$ cat config.mk
export PLATFORM = sky130hd
export DESIGN_NAME = gmps_ctrl
export DESIGN_NICKNAME = d
export VERILOG_FILES = /design/src/design/gmps_pkg.sv /design/src/design/gmps_ctrl.sv
export SDC_FILE = /design/constraint.sdc
export NUM_CORES = 1
export LEC_CHECK = 0
export BUFFER_PORTS_ARGS = -buffer_cell sky130_fd_sc_hd__buf_2
export CORE_AREA = 2 2 39 41
export DETAILED_ROUTE_END_ITERATION = 8
export DIE_AREA = 0 0 41 43
export PLACE_DENSITY_LB_ADDON = 0.1
export SLEW_MARGIN = 20
export SYNTH_ARGS = -nofsm -noshare
export SYNTH_HDL_FRONTEND = slang
export SYNTH_SLANG_ARGS = --single-unit
$ cat constraint.sdc
create_clock -name i_clk -period 2.05 [get_ports i_clk]
set_clock_uncertainty 0.1 [all_clocks]
set_input_delay 0.3075 -clock i_clk [delete_from_list [all_inputs] [get_ports i_clk]]
set_output_delay 0.3075 -clock i_clk [all_outputs]
set_load 0.1 [all_outputs]
$ cat src/design/gmps_pkg.sv
// ============================================================================
// gmps_pkg
// Shared types and codes for the grid maze path search core: the command and
// status bundles between controller and datapath, and the neighbor codes.
// ============================================================================
package gmps_pkg;

    // Width of the side register as written on the configuration port.
    localparam int CFG_W = 7;

    // Neighbor visit order of one popped cell (pushed in reverse of search).
    localparam logic [1:0] NB_LEFT  = 2'd0;
    localparam logic [1:0] NB_UP    = 2'd1;
    localparam logic [1:0] NB_RIGHT = 2'd2;
    localparam logic [1:0] NB_DOWN  = 2'd3;

    // Controller to datapath.
    typedef struct packed {
        logic       cfg_write;  // take new side, restart loading
        logic       ld_write;   // store one loaded cell
        logic       init;       // mark start visited, push start
        logic       pop;        // read top of stack
        logic       nb_issue;   // read cell store at selected neighbor
        logic [1:0] nb_sel;
        logic       out_load;   // load result register
        logic       found;
    } t_cmd;

    // Datapath to controller.
    typedef struct packed {
        logic ld_last;      // load pointer sits on the last cell
        logic stack_empty;
        logic cur_goal;     // popped entry is the bottom-right corner
        logic out_free;     // result register can take a value this cycle
    } t_sts;

endpackage

$ cat src/design/gmps_ctrl.sv
// ============================================================================
// gmps_ctrl
// Sequencer: loading, search init, pop, four neighbor steps, result hand-off.
// ============================================================================
module gmps_ctrl (
    input  logic            i_clk,
    input  logic            i_rst_n,
    input  logic            i_in_valid,
    input  logic            i_cfg_valid,
    input  gmps_pkg::t_sts  i_sts,
    output gmps_pkg::t_cmd  o_cmd,
    output logic            o_in_stall,
    output logic            o_cfg_ready
);

    localparam logic [3:0] S_LOAD = 4'd0;
    localparam logic [3:0] S_INIT = 4'd1;
    localparam logic [3:0] S_POP  = 4'd2;
    localparam logic [3:0] S_NB0  = 4'd3;
    localparam logic [3:0] S_NB1  = 4'd4;
    localparam logic [3:0] S_NB2  = 4'd5;
    localparam logic [3:0] S_NB3  = 4'd6;
    localparam logic [3:0] S_NB4  = 4'd7;
    localparam logic [3:0] S_DONE = 4'd8;

    logic [3:0] r_state, n_state;
    logic       r_found, n_found;
    logic       in_acc, cfg_acc;

    assign in_acc      = (r_state == S_LOAD) && i_in_valid;
    assign cfg_acc     = (r_state == S_LOAD) && i_cfg_valid;
    // a pending side write holds the cell input off for that cycle
    assign o_in_stall  = (r_state != S_LOAD) || i_cfg_valid;
    assign o_cfg_ready = (r_state == S_LOAD);

    always_comb begin
        n_state        = r_state;
        n_found        = r_found;
        o_cmd          = '0;
        o_cmd.found    = r_found;
        o_cmd.cfg_write = cfg_acc;
        unique case (r_state)
            S_LOAD: begin
                // config write wins over a cell in the same cycle
                if (in_acc && !cfg_acc) begin
                    o_cmd.ld_write = 1'b1;
                    if (i_sts.ld_last) begin
                        n_state = S_INIT;
                    end
                end
            end
            S_INIT: begin
                o_cmd.init = 1'b1;
                n_state    = S_POP;
            end
            S_POP: begin
                if (i_sts.stack_empty) begin
                    n_found = 1'b0;
                    n_state = S_DONE;
                end else begin
                    o_cmd.pop = 1'b1;
                    n_state   = S_NB0;
                end
            end
            S_NB0: begin
                if (i_sts.cur_goal) begin
                    n_found = 1'b1;
                    n_state = S_DONE;
                end else begin
                    o_cmd.nb_issue = 1'b1;
                    o_cmd.nb_sel   = gmps_pkg::NB_LEFT;
                    n_state        = S_NB1;
                end
            end
            S_NB1: begin
                o_cmd.nb_issue = 1'b1;
                o_cmd.nb_sel   = gmps_pkg::NB_UP;
                n_state        = S_NB2;
            end
            S_NB2: begin
                o_cmd.nb_issue = 1'b1;
                o_cmd.nb_sel   = gmps_pkg::NB_RIGHT;
                n_state        = S_NB3;
            end
            S_NB3: begin
                o_cmd.nb_issue = 1'b1;
                o_cmd.nb_sel   = gmps_pkg::NB_DOWN;
                n_state        = S_NB4;
            end
            S_NB4: begin
                // last neighbor evaluates in datapath this cycle
                n_state = S_POP;
            end
            S_DONE: begin
                if (i_sts.out_free) begin
                    o_cmd.out_load = 1'b1;
                    n_state        = S_LOAD;
                end
            end
            default: begin
                n_state = S_LOAD;
            end
        endcase
    end

    always_ff @(posedge i_clk) begin
        if (!i_rst_n) begin
            r_state <= S_LOAD;
            r_found <= 1'b0;
        end else begin
            r_state <= n_state;
            r_found <= n_found;
        end
    end

endmodule

Word level (Yosys, flattened, before mapping)
Cells that the tools add are included.
{"block": "classes", "eq_ne": 13, "muxes": 18, "reduce_logical": 11}
{"cell": "4-bit one-hot mux with 8 select lines", "n": 1}
{"cell": "4-bit 2-to-1 mux", "n": 5}
{"cell": "4-bit by 3-bit == test with 1-bit output (second input constant)", "n": 4}
{"cell": "3-bit one-hot mux with 4 select lines", "n": 1}
{"cell": "1-bit 2-to-1 mux", "n": 9}
{"cell": "4-bit by 2-bit == test with 1-bit output (second input constant)", "n": 2}
{"cell": "2-bit inequality test (second input constant)", "n": 4}
{"cell": "3-bit AND reduction", "n": 2}
{"cell": "4-bit by 1-bit == test with 1-bit output (second input constant)", "n": 1}
{"cell": "4-bit == test (second input constant)", "n": 1}
{"cell": "4-bit logical NOT", "n": 1}
{"cell": "4-bit nonzero test", "n": 1}
{"cell": "1-bit logical AND", "n": 3}
{"cell": "3-bit 2-to-1 mux", "n": 1}
{"cell": "2-bit by 1-bit inequality test with 1-bit output (second input constant)", "n": 1}
{"cell": "1-bit one-hot mux with 2 select lines", "n": 1}
{"cell": "2-bit nonzero test", "n": 1}
{"cell": "2-bit OR reduction", "n": 1}
{"cell": "1-bit logical NOT", "n": 1}
{"cell": "1-bit logical OR", "n": 1}
{"block": "totals", "reg_bits": 5, "input_bits": 8}

Longest topological paths before layout
Gate-level depths: netlist (run 1).
{"block": "depth", "depth_word": 6, "ltp_mapped": 4, "depth_no_buf": 3}

Worst setup path before layout (run 1)
No wires, ideal clock.
{"block": "synth_path", "path_kind": "reg2out", "start": "register r_state[2]", "end": "output port o_in_stall", "arrival_ps": 3462, "required_time_ps": 1642, "setup_slack_ps": -1820, "stages_incl_launch_ff": 4, "cell_sequence": "dfxtp_1 -> buf_2 -> nor4_2 -> nand2b_1"}
{"block": "synth_between", "elab_chain_cells": 2}
{"item": "start: declaration", "line_no": "gmps_ctrl.sv:26", "rtl": "logic [3:0] r_state, n_state;"}
{"item": "start signal: assignment", "line_no": "gmps_ctrl.sv:111", "rtl": "r_state <= n_state;"}
{"item": "4-bit nonzero test", "line_no": "gmps_ctrl.sv:33", "rtl": "assign o_in_stall = (r_state != S_LOAD) || i_cfg_valid;"}
{"item": "1-bit logical OR", "line_no": "gmps_ctrl.sv:33"}
{"item": "end: declaration", "line_no": "gmps_ctrl.sv:12", "rtl": "output logic o_in_stall,"}
No other way between the ends.

==> results by group, run 1 <==
Setup path
  • CP max stage delay: 0.43 ns
  • Worst EP required: 1.64 ns
  • Top delay family on crit path: simple AND/OR/NAND/NOR gates
  • Critical-path cell list: nor3_1, and3_1, buf_2
  • CP Launch Type: flop
  • Critical Path AT: 1.54 ns
  • CP max-delay cell: dfxtp_1
  • Crit path kind: flop to output pin
  • Critical Path End Type: output pin
  • Crit path max fanout: 9
  • Buffer and inverter count on the worst path: 1

Clock tree
  • TritonCTS clock tree: yes
  • Clk sinks: 5
  • Number of CTS-inserted buffers: 3
  • H-tree depth: 1
  • Worst-path clk slew: 0.05 ns
  • Root buffer cell: clkbuf_4
  • Hold_buf cts: 0
  • Setup repair bufs after CTS: 0
  • Worst-Skew Late Latency: 0.24 ns
  • Max Buffers Root-to-Sink: 2

Timing
  • Slew @ Worst Pin: 0.484 ns
  • Fin crit share: 95.0%
  • Slew Limit Headroom: 68.0%
  • Tmin final: 1.95 ns
  • Fmax achieved: 514 MHz
  • Final setup vio count: 0
  • Setup repair after global routing missed its margin: false
  • Max-slew violation count: 0
  • Final hold vios: 0
  • Hold WS: 0.212 ns

Synth
  • Yosys top cell area share: 29.4%
  • Post-Syn Area: 340 sq um
  • Most frequent cells after synthesis: 6 x nor2_1, 5 x dfxtp_1, 4 x inv_1
  • Number of synthesized flops with an enable pin: 0
  • Main synth FF type: dfxtp_1
  • Syn Inst Count: 44
  • FF+latch count, synth: 5
  • Async set-reset flop share out of synthesis: 0%
  • Largest cells by area after synthesis: dfxtp_1 29%, nor2_1 6.6%, nand2b_1 5.5%
  • Sequential area share after synthesis: 29.4%
  • Cell variety after synth: 21
  • Synth Warn #: 0
  • Syn nets: 52
  • Most frequent cell after synthesis: nor2_1
  • Avg Cell Area, Syn: 7.73 sq um
  • Cell taking the most area after synthesis: dfxtp_1

Pwr
  • P_int: 209 uW
  • Clk pwr share: 33.9%
  • Share of power burned in registers: 30.9%
  • Sw Ratio: 38.8%
  • Logic pwr share: 35.2%
  • PD cells: 648 mW/mm^2
  • Lkg Pwr: 0.233 nW
  • P_sw: 133 uW
  • Peak VDD IR: 0.272 mV

Finish
  • Final net count: 71
  • Fin util: 38.1%
  • Fillers: 152
  • Layout cells sized above 1: 50.0%
  • Area Growth Syn to Fin: 54.8%
  • Number of diodes: 0

GRT
  • Gr usage total: 11.5%
  • Vias in the first global route: 297
  • Largest net degree at the start of global routing: 11
  • Initial antenna violation count: 0
  • Total grt overflow: 0
  • First-pass GRT wire length: 1.30 mm

Routing
  • DR iter-0 viols: 6
  • # DRC: 0
  • First-pass DRT Iterations: 2
  • WL/cell: 10.4 microns
  • Post-route ant nets: 0
  • Vias/cell: 4.54
  • Routed vias: 354
  • Post-Route WL: 815 microns

Floorplanning
  • I/O Pins: 19
  • Core Region: 0.00138 sq mm
  • Initial Util: 24.6%
  • Rows: 14
  • DIE AREA: 0.00176 sq mm
  • Die Height: 43 microns
  • Die X: 41 microns

Placed design
  • HPWL after DPL: 633 microns
  • Final Wtd Congestion: 0.707
  • I/O Buffers: 18

Worst hold path
  • Min-Delay Path Class: input port to flop

Job
  • MaxCap Viol Count: 0

Run status
  • Outcome: completed
[routing by layer]
layer	wire length [microns]	GRT usage (%)
met2	355	12.5
met3	52	3.14
met4	8	10.0
met1	398	17.2
met5	0	0
[cells in the final DEF (no fill, tap or decap), types with 2 or more instances in the layout]
master,count
buf_2,12
and2_1,2
inv_1,4
nand2_1,2
dfxtp_2,2
nand2b_1,2
dfxtp_1,3
a21oi_1,2
nor2_1,5
o21ai_0,2
buf_12,2
a311oi_1,2
clkbuf_4,7
[state kept, by name, indices dropped and copies added (netlist names)]
signal,flops
r_state,4
r_found,1
[power groups by stage]
stage                     Combinational [mW]  Clock [mW]  Sequential, mW
after floorplan                        0.100           0           0.103
after global placement                 0.120           0           0.108
after detailed placement               0.120           0           0.107
after CTS                              0.120       0.121           0.105
after global routing                   0.127       0.127           0.106
final                                  0.120       0.116           0.105
[what timing repair did]
item                                    CTS  global route
resized for setup                         0             4
endpoints found under the hold margin     0             0
endpoints found under the setup margin    0             4
[metrics by stage]
stage | setup TNS, ns | worst slack, ns | cell area [sq um] | std cells | total power [mW]
floorplan | -1.93 | -0.590 | 389 | 44 | 0.203
global placement | 0 | 0.280 | 490 | 74 | 0.228
detailed placement | 0 | 0.296 | 490 | 74 | 0.227
CTS | 0 | 0.0271 | 517 | 78 | 0.347
global route | 0 | 0.0150 | 527 | 78 | 0.360
finish | 0 | 0.103 | 527 | 78 | 0.341
[kinds of logic (layout without fill, tap and decap cells)]
family	count (synthesis)	in the layout	share of synthesized area (%)
AO/OA/AOI/OAI	9	9	17.6
multiplexers	2	2	6.25
flip-flops	5	5	29.4
buffers and inverters	8	26	11.8
AND/OR/NAND/NOR	20	20	34.9
[layout make-up]
class	instances	area, sq um	area share (%)
Clock buffer	4	26.3	4.99
Inverter	4	15.0	2.85
Multi-Input combinational cell	31	233	44.2
Sequential cell	5	103	19.5
Tap cell	16	20.0	3.80
Timing Repair Buffer	18	130	24.7
[worst paths after layout]
path	from	depth (start not counted)	endpoint	slack, ns
worst max-delay path	r_state[2]	3	o_cmd[1]	0.10
worst min register to register	r_found	2	r_found	0.42
worst max register to register	r_state[2]	3	r_state[0]	0.64
worst min-delay path	i_sts[2]	2	r_found	0.21
No activity file was read; power rests on OpenSTA's default activity.
==> run 2: changes to the inputs <==
--- a/config.mk
+++ b/config.mk
@@ -5,10 +5,11 @@
 export SDC_FILE = /design/constraint.sdc
 export NUM_CORES = 1
 export LEC_CHECK = 0
-export BUFFER_PORTS_ARGS = -buffer_cell sky130_fd_sc_hd__buf_2
 export CORE_AREA = 2 2 39 41
 export DETAILED_ROUTE_END_ITERATION = 8
 export DIE_AREA = 0 0 41 43
+export DONT_BUFFER_PORTS = 1
+export HOLD_SLACK_MARGIN = 0.12
 export PLACE_DENSITY_LB_ADDON = 0.1
 export SLEW_MARGIN = 20
 export SYNTH_ARGS = -nofsm -noshare
==> run 2 against run 1 <==
Effect of this change:
- total power shrank 1.8%
- setup slack improved by 0.0099 ns
- maximum frequency rose by 0.51%
- clock-buffer cell count shrank 1
- via count is 0.56% higher
- combinational power is 8% lower
- largest power group is now the clock network
==> results by group, run 2 (same netlist as run 1, synthesis figures left out) <==
GRT
  • Gr usage total: 10.9% (was 11.5%)
  • Total grt overflow: 0 (unchanged)
  • Vias in the first global route: 329 (was 297)
  • Met2 Use GR: 14.7% (was 12.5%)
  • GR Util met1: 12.5% (was 17.2%)
  • Largest net degree at the start of global routing: 11 (unchanged)
  • GRT Max-Usage Layer: met2 (was met1)
  • Initial antenna violation count: 0 (unchanged)
  • Global Route met3 Usage: 4.19% (was 3.14%)
  • First-pass GRT wire length: 1.26 mm (was 1.30 mm)

Setup path
  • Critical Path End Type: output pin (unchanged)
  • Critical Path Start: r_state[0] (was r_state[2])
  • CP max-delay cell: and3b_4 (was dfxtp_1)
  • Critical Path AT: 1.53 ns (was 1.54 ns)
  • Crit path max fanout: 10 (was 9)
  • CP max stage delay: 0.48 ns (was 0.43 ns)
  • Crit path kind: flop to output pin (unchanged)
  • Critical-path cell list: nor4_4, and3b_4 (was nor3_1, and3_1, buf_2)
  • CP Launch Type: flop (unchanged)
  • Worst EP required: 1.64 ns (about the same)
  • R2R depth: 4 (was 3)
  • Reg2Reg Launch Point: r_state[2] (unchanged)

Floorplanning
  • Die Height: 43 microns (unchanged)
  • Initial Util: 24.6% (unchanged)
  • DIE AREA: 0.00176 sq mm (unchanged)
  • Core Region: 0.00138 sq mm (unchanged)
  • Die X: 41 microns (unchanged)
  • Rows: 14 (unchanged)
  • I/O Pins: 19 (unchanged)

Routing
  • Vias/cell: 4.88 (was 4.54)
  • Post-Route WL: 850 microns (was 815 microns)
  • DR iter-0 viols: 10 (was 6)
  • WL/cell: 11.6 microns (was 10.4 microns)
  • # DRC: 0 (unchanged)
  • First-pass DRT Iterations: 4 (was 2)
  • Post-route ant nets: 0 (unchanged)
  • Routed vias: 356 (was 354)

Timing
  • Tmin final: 1.94 ns (was 1.95 ns)
  • Fmax achieved: 516 MHz (was 514 MHz)
  • Slew @ Worst Pin: 0.418 ns (was 0.484 ns)
  • Max-slew violation count: 0 (unchanged)
  • Final setup vio count: 0 (unchanged)
  • Setup repair after global routing missed its margin: false (unchanged)
  • Slew Limit Headroom: 72.1% (was 68.0%)
  • Hold WS: 0.185 ns (was 0.212 ns)
  • Final hold vios: 0 (unchanged)
  • Fin crit share: 94.5% (was 95.0%)

Clock tree
  • Root buffer cell: clkbuf_4 (unchanged)
  • Number of CTS-inserted buffers: 3 (unchanged)
  • Worst-Skew Late Latency: 0.25 ns (was 0.24 ns)
  • H-tree depth: 1 (unchanged)
  • Setup repair bufs after CTS: 0 (unchanged)
  • Max Buffers Root-to-Sink: 2 (unchanged)
  • Worst-path clk slew: 0.05 ns (about the same)
  • Clk sinks: 5 (unchanged)
  • TritonCTS clock tree: yes (unchanged)

Finish
  • Final net count: 66 (was 71)
  • Post-route insts no fill: 73 (was 78)
  • Layout cells sized above 1: 43.9% (was 50.0%)
  • Area Growth Syn to Fin: 52.2% (was 54.8%)
  • Largest registers: r_state: 4 flops, r_found: 1 flops (unchanged)
  • Commonest non-fill, non-tap cell in the layout: buf_4 (was buf_2)
  • Number of diodes: 0 (unchanged)
  • Max FFs per register: 4 (unchanged)
  • Fin util: 37.4% (was 38.1%)
  • Multi-input gate area: 235 sq um (was 233 sq um)
  • Reg area: 103 sq um (unchanged)
  • Reg with most FFs: r_state (unchanged)
  • Fillers: 154 (was 152)
  • Most frequent cells in the layout: 9 x buf_4, 4 x nor2_1, 4 x inv_1 (was 12 x buf_2, 7 x clkbuf_4, 5 x nor2_1)

Worst hold path
  • Min-Delay Path Class: input port to flop (unchanged)
  • Hold path depth: 3 (was 2)
  • Hold path start: i_sts[0] (was i_sts[2])

Pwr
  • Total power: 335 uW (was 341 uW)
  • Peak VDD IR: 0.243 mV (was 0.272 mV)
  • Lkg Pwr: 0.219 nW (was 0.233 nW)
  • PD cells: 647 mW/mm^2 (was 648 mW/mm^2)

Placed design
  • Dpl cells: 66 (was 74)
  • HPWL after DPL: 676 microns (was 633 microns)
  • I/O Buffers: 0 (was 18)
  • Final Wtd Congestion: 0.779 (was 0.707)

Job
  • MaxCap Viol Count: 0 (unchanged)

Run status
  • Outcome: completed (unchanged)
[run 2: repair_timing]
item,4_1_cts,5_1_grt
hold buffers,3,0
hold endpoints to repair,3,0
gates resized for setup,0,0
[run 2: metrics by stage]
| stage | TNS [ns] | cell area (sq um) | setup WS (ns) |
|---|---|---|---|
| 2_1_floorplan | -1.93 | 389 | -0.590 |
| 3_3_place_gp | 0 | 460 | 0.400 |
| 5_1_grt | 0 | 518 | 0.0216 |
| 3_5_place_dp | 0 | 460 | 0.374 |
| 4_1_cts | 0 | 518 | 0.101 |
| 6_report | 0 | 518 | 0.113 |
[run 2: layout make-up]
| type | count | share of cell area (%) |
|---|---|---|
| clock inverters | 1 | 0.966 |
| flip-flops and latches | 5 | 19.8 |
| multi-input cells | 31 | 45.4 |
| repair buffers | 13 | 22.7 |
| clock buffers | 3 | 4.35 |
| well taps | 16 | 3.86 |
| inverters | 4 | 2.90 |
[run 2: final timing paths]
path / end / slack [ns]
max: o_cmd[7] / 0.11
min: r_state[3] / 0.18
min reg2reg: r_state[1] / 0.45
max reg2reg: r_found / 0.23
[run 2: layer usage]
layer,vias up,share of wire (%)
li1,179,-
met1,159,44
met2,14,46
met3,4,7.9
met4,0,2.0
met5,-,0
[run 2: worst max-delay path, delay by kind of cell (launching register included)]
family	cells	cell delay (ns)
and+or+nand+nor	2	0.85
DFF	1	0.42
[run 2: power breakdown]
| group | internal [mW] | switching [mW] | total (mW) |
|---|---|---|---|
| sequential | 0.0994 | 0.00570 | 0.105 |
| clock | 0.0710 | 0.0480 | 0.119 |
| combinational | 0.0307 | 0.0804 | 0.111 |
==> run 3: changes to the inputs <==
==> constraint.sdc (replaced) <==
create_clock -name i_clk -period 1.6 [get_ports i_clk]
set_clock_uncertainty 0.1 [all_clocks]
set_input_delay 0.24 -clock i_clk [delete_from_list [all_inputs] [get_ports i_clk]]
set_output_delay 0.24 -clock i_clk [all_outputs]
set_load 0.1 [all_outputs]
==> run 3 against run 2 <==
Effect of this change:
- the flow now finishes with violations (setup timing)
- first-iteration DRC count shrank 30%
- total power grew 42%
- sequential cell count unchanged
- worst hold slack got worse by 0.048 ns
- sequential share of layout area down 5.1 points
- wire length is 33% higher
- critical path type unchanged
- largest cell class unchanged
- largest power group is now combinational cells
- highest routed layer unchanged
==> results by group, run 3 (same netlist as run 1, synthesis figures left out) <==
GRT
  • Gr usage total: 15.4% (was 10.9%)
  • First-pass GRT wire length: 1.81 mm (was 1.26 mm)
  • Largest net degree at the start of global routing: 10 (was 11)
  • Total grt overflow: 0 (unchanged)
  • Vias in the first global route: 424 (was 329)
  • Initial antenna violation count: 0 (unchanged)

Floorplanning
  • I/O Pins: 19 (unchanged)
  • Rows: 14 (unchanged)
  • Core Region: 0.00138 sq mm (unchanged)
  • Die X: 41 microns (unchanged)
  • Initial Util: 24.6% (unchanged)
  • Die Height: 43 microns (unchanged)
  • DIE AREA: 0.00176 sq mm (unchanged)

Finish
  • Most frequent cells in the layout: 10 x buf_12, 9 x buf_4, 4 x dfxtp_4 (was 9 x buf_4, 4 x nor2_1, 4 x inv_1)
  • Area Growth Syn to Fin: 130% (was 52.2%)
  • Number of diodes: 0 (unchanged)
  • Max FFs per register: 4 (unchanged)
  • Largest registers: r_state: 4 flops, r_found: 1 flops (unchanged)
  • Multi-input gate area: 309 sq um (was 235 sq um)
  • Commonest non-fill, non-tap cell in the layout: buf_12 (was buf_4)
  • Layout cells sized above 1: 68.2% (was 43.9%)
  • Final net count: 75 (was 66)
  • Reg with most FFs: r_state (unchanged)
  • Fillers: 124 (was 154)
  • Reg area: 115 sq um (was 103 sq um)

Run status
  • Violated checks: setup timing
  • Outcome: finished, violations left (was completed)

Timing
  • Tmin final: 1.72 ns
  • Slew Limit Headroom: 79.3% (was 72.1%)
  • Setup ws final: -0.121 ns (was 0.113 ns)
  • Final setup vio count: 6 (was 0)
  • Final hold vios: 0 (unchanged)
  • Fin crit share: 108%
  • Max-slew violation count: 0 (unchanged)
  • Fmax achieved: 581 MHz
  • Setup TNS: -0.485 ns (was 0 ns)
  • Setup repair after global routing missed its margin: true (was false)
  • Slew @ Worst Pin: 0.308 ns (was 0.418 ns)
  • Hold WS: 0.137 ns (was 0.185 ns)

Routing
  • WL/cell: 13.8 microns (was 11.6 microns)
  • Post-route ant nets: 0 (unchanged)
  • Post-Route WL: 1.13 mm (was 850 microns)
  • Vias/cell: 4.87 (was 4.88)
  • DR iter-0 viols: 7 (was 10)
  • Routed vias: 399 (was 356)
  • First-pass DRT Iterations: 4 (unchanged)
  • # DRC: 0 (unchanged)

Clock tree
  • Clk sinks: 5 (unchanged)
  • H-tree depth: 1 (unchanged)
  • Number of CTS-inserted buffers: 3 (unchanged)
  • Max Buffers Root-to-Sink: 2 (unchanged)
  • TritonCTS clock tree: yes (unchanged)
  • Root buffer cell: clkbuf_4 (unchanged)
  • Worst-Skew Late Latency: 0.25 ns (about the same)
  • Worst-path clk slew: 0.04 ns (was 0.05 ns)

Setup path
  • Top delay family on crit path: simple AND/OR/NAND/NOR gates (unchanged)
  • Critical Path End Type: output pin (unchanged)
  • Critical Path AT: 1.38 ns (was 1.53 ns)
  • Worst reg2reg path endpoint: r_found (unchanged)
  • Worst EP required: 1.26 ns (was 1.64 ns)
  • CP Launch Type: flop (unchanged)
  • Reg2Reg Launch Point: r_state[1] (was r_state[2])
  • Critical-path cell list: nor4_4, and3b_4, buf_12 (was nor4_4, and3b_4)
  • Worst R2R Setup Slack: 0.24 ns (was 0.23 ns)
  • Crit path kind: flop to output pin (unchanged)
  • Crit path max fanout: 5 (was 10)
  • Buffer and inverter count on the worst path: 1 (was 0)
  • CP max-delay cell: nor4_4 (was and3b_4)
  • CP max stage delay: 0.36 ns (was 0.48 ns)
  • R2R depth: 5 (was 4)

Placed design
  • Final Wtd Congestion: 0.791 (was 0.779)
  • I/O Buffers: 0 (unchanged)
  • HPWL after DPL: 717 microns (was 676 microns)

Worst hold path
  • Worst Hold Path EP: r_state[3] (unchanged)
  • Hold path depth: 3 (unchanged)
  • Min-Delay Path Class: input port to flop (unchanged)
  • Hold path start: i_sts[0] (unchanged)

Pwr
  • Sw Ratio: 38.0% (was 40.0%)
  • Clk pwr share: 31.1% (was 35.5%)
  • PD cells: 609 mW/mm^2 (was 647 mW/mm^2)
  • P_sw: 181 uW (was 134 uW)
  • Logic pwr share: 42.2% (was 33.2%)
  • Peak VDD IR: 0.411 mV (was 0.243 mV)
  • Lkg Pwr: 0.311 nW (was 0.219 nW)
  • P_int: 296 uW (was 201 uW)
  • Share of power burned in registers: 26.7% (was 31.3%)

Job
  • MaxCap Viol Count: 0 (unchanged)
[run 3: cell types whose count changed in the layout (fill, tap and decap cells not counted), sizes merged]
cell,change
clkbuf,+1
buf,+9
clkinv,-1
[run 3: power groups by stage]
| stage | sequential (mW) | clock (mW) | combinational [mW] |
|---|---|---|---|
| 2_1_floorplan | 0.132 | 0 | 0.129 |
| 3_3_place_gp | 0.137 | 0 | 0.162 |
| 3_5_place_dp | 0.137 | 0 | 0.163 |
| 4_1_cts | 0.127 | 0.152 | 0.192 |
| 5_1_grt | 0.127 | 0.164 | 0.208 |
| 6_report | 0.127 | 0.149 | 0.201 |
[run 3: final cells by class]
cell class                      instances  share of cell area [%]
Multi-Input combinational cell         31                    39.5
Timing Repair Buffer                   22                    38.0
Sequential cell                         5                    14.7
Clock buffer                            4                    3.35
Tap cell                               16                    2.56
Inverter                                4                    1.92
[run 3: per-layer routing]
metal	global-route usage [%]	up-vias	wire length [microns]	share of wire [%]
li1	-	194	-	-
met1	16.5	179	383	34
met2	24.7	24	648	57
met3	4.19	2	87	7.7
met4	10.0	0	9	0.80
met5	0	-	0	0
[run 3: how the worst max path moves through the flow]
| stage | startpoint | endpoint | slack [ns] | cells past startpoint |
|---|---|---|---|---|
| after floorplan | r_state[0] | o_in_stall | -0.97 | 3 |
| after detailed placement | r_state[0] | o_cmd[7] | 0.06 | 3 |
| final | r_state[0] | o_cmd[7] | -0.12 | 3 |
| after CTS | r_state[0] | o_cmd[7] | -0.13 | 3 |
| after global placement | r_state[0] | o_cmd[7] | 0.09 | 3 |
| after global routing | r_state[0] | o_cmd[7] | -0.19 | 3 |
[run 3: worst register-to-register path, stage by stage (launching register included)]
cell and delay (ns):
dfxtp_4 0.40, nor3b_4 0.21, buf_4 0.13, buf_4 0.10
a21oi_1 0.06, a311oi_1 0.25
[run 3: metrics by stage]
step | worst slack [ns] | total power, mW | std cells | cell area [sq um] | util (%)
5_1_grt | -0.188 | 0.500 | 82 | 783 | 56.6
2_1_floorplan | -0.973 | 0.261 | 44 | 399 | -
3_3_place_gp | 0.0915 | 0.298 | 67 | 578 | 41.8
4_1_cts | -0.126 | 0.471 | 79 | 739 | 53.4
3_5_place_dp | 0.0604 | 0.300 | 67 | 578 | 41.8
6_report | -0.121 | 0.477 | 82 | 783 | 56.6
[run 3: repair_timing]
action                                 4_1_cts  5_1_grt
buffers inserted                             5        3
pin swaps                                    3        3
hold buffers                                 3        0
endpoints found under the hold margin        3        0
gates resized for setup                     15        7
setup endpoints to repair                   10       10
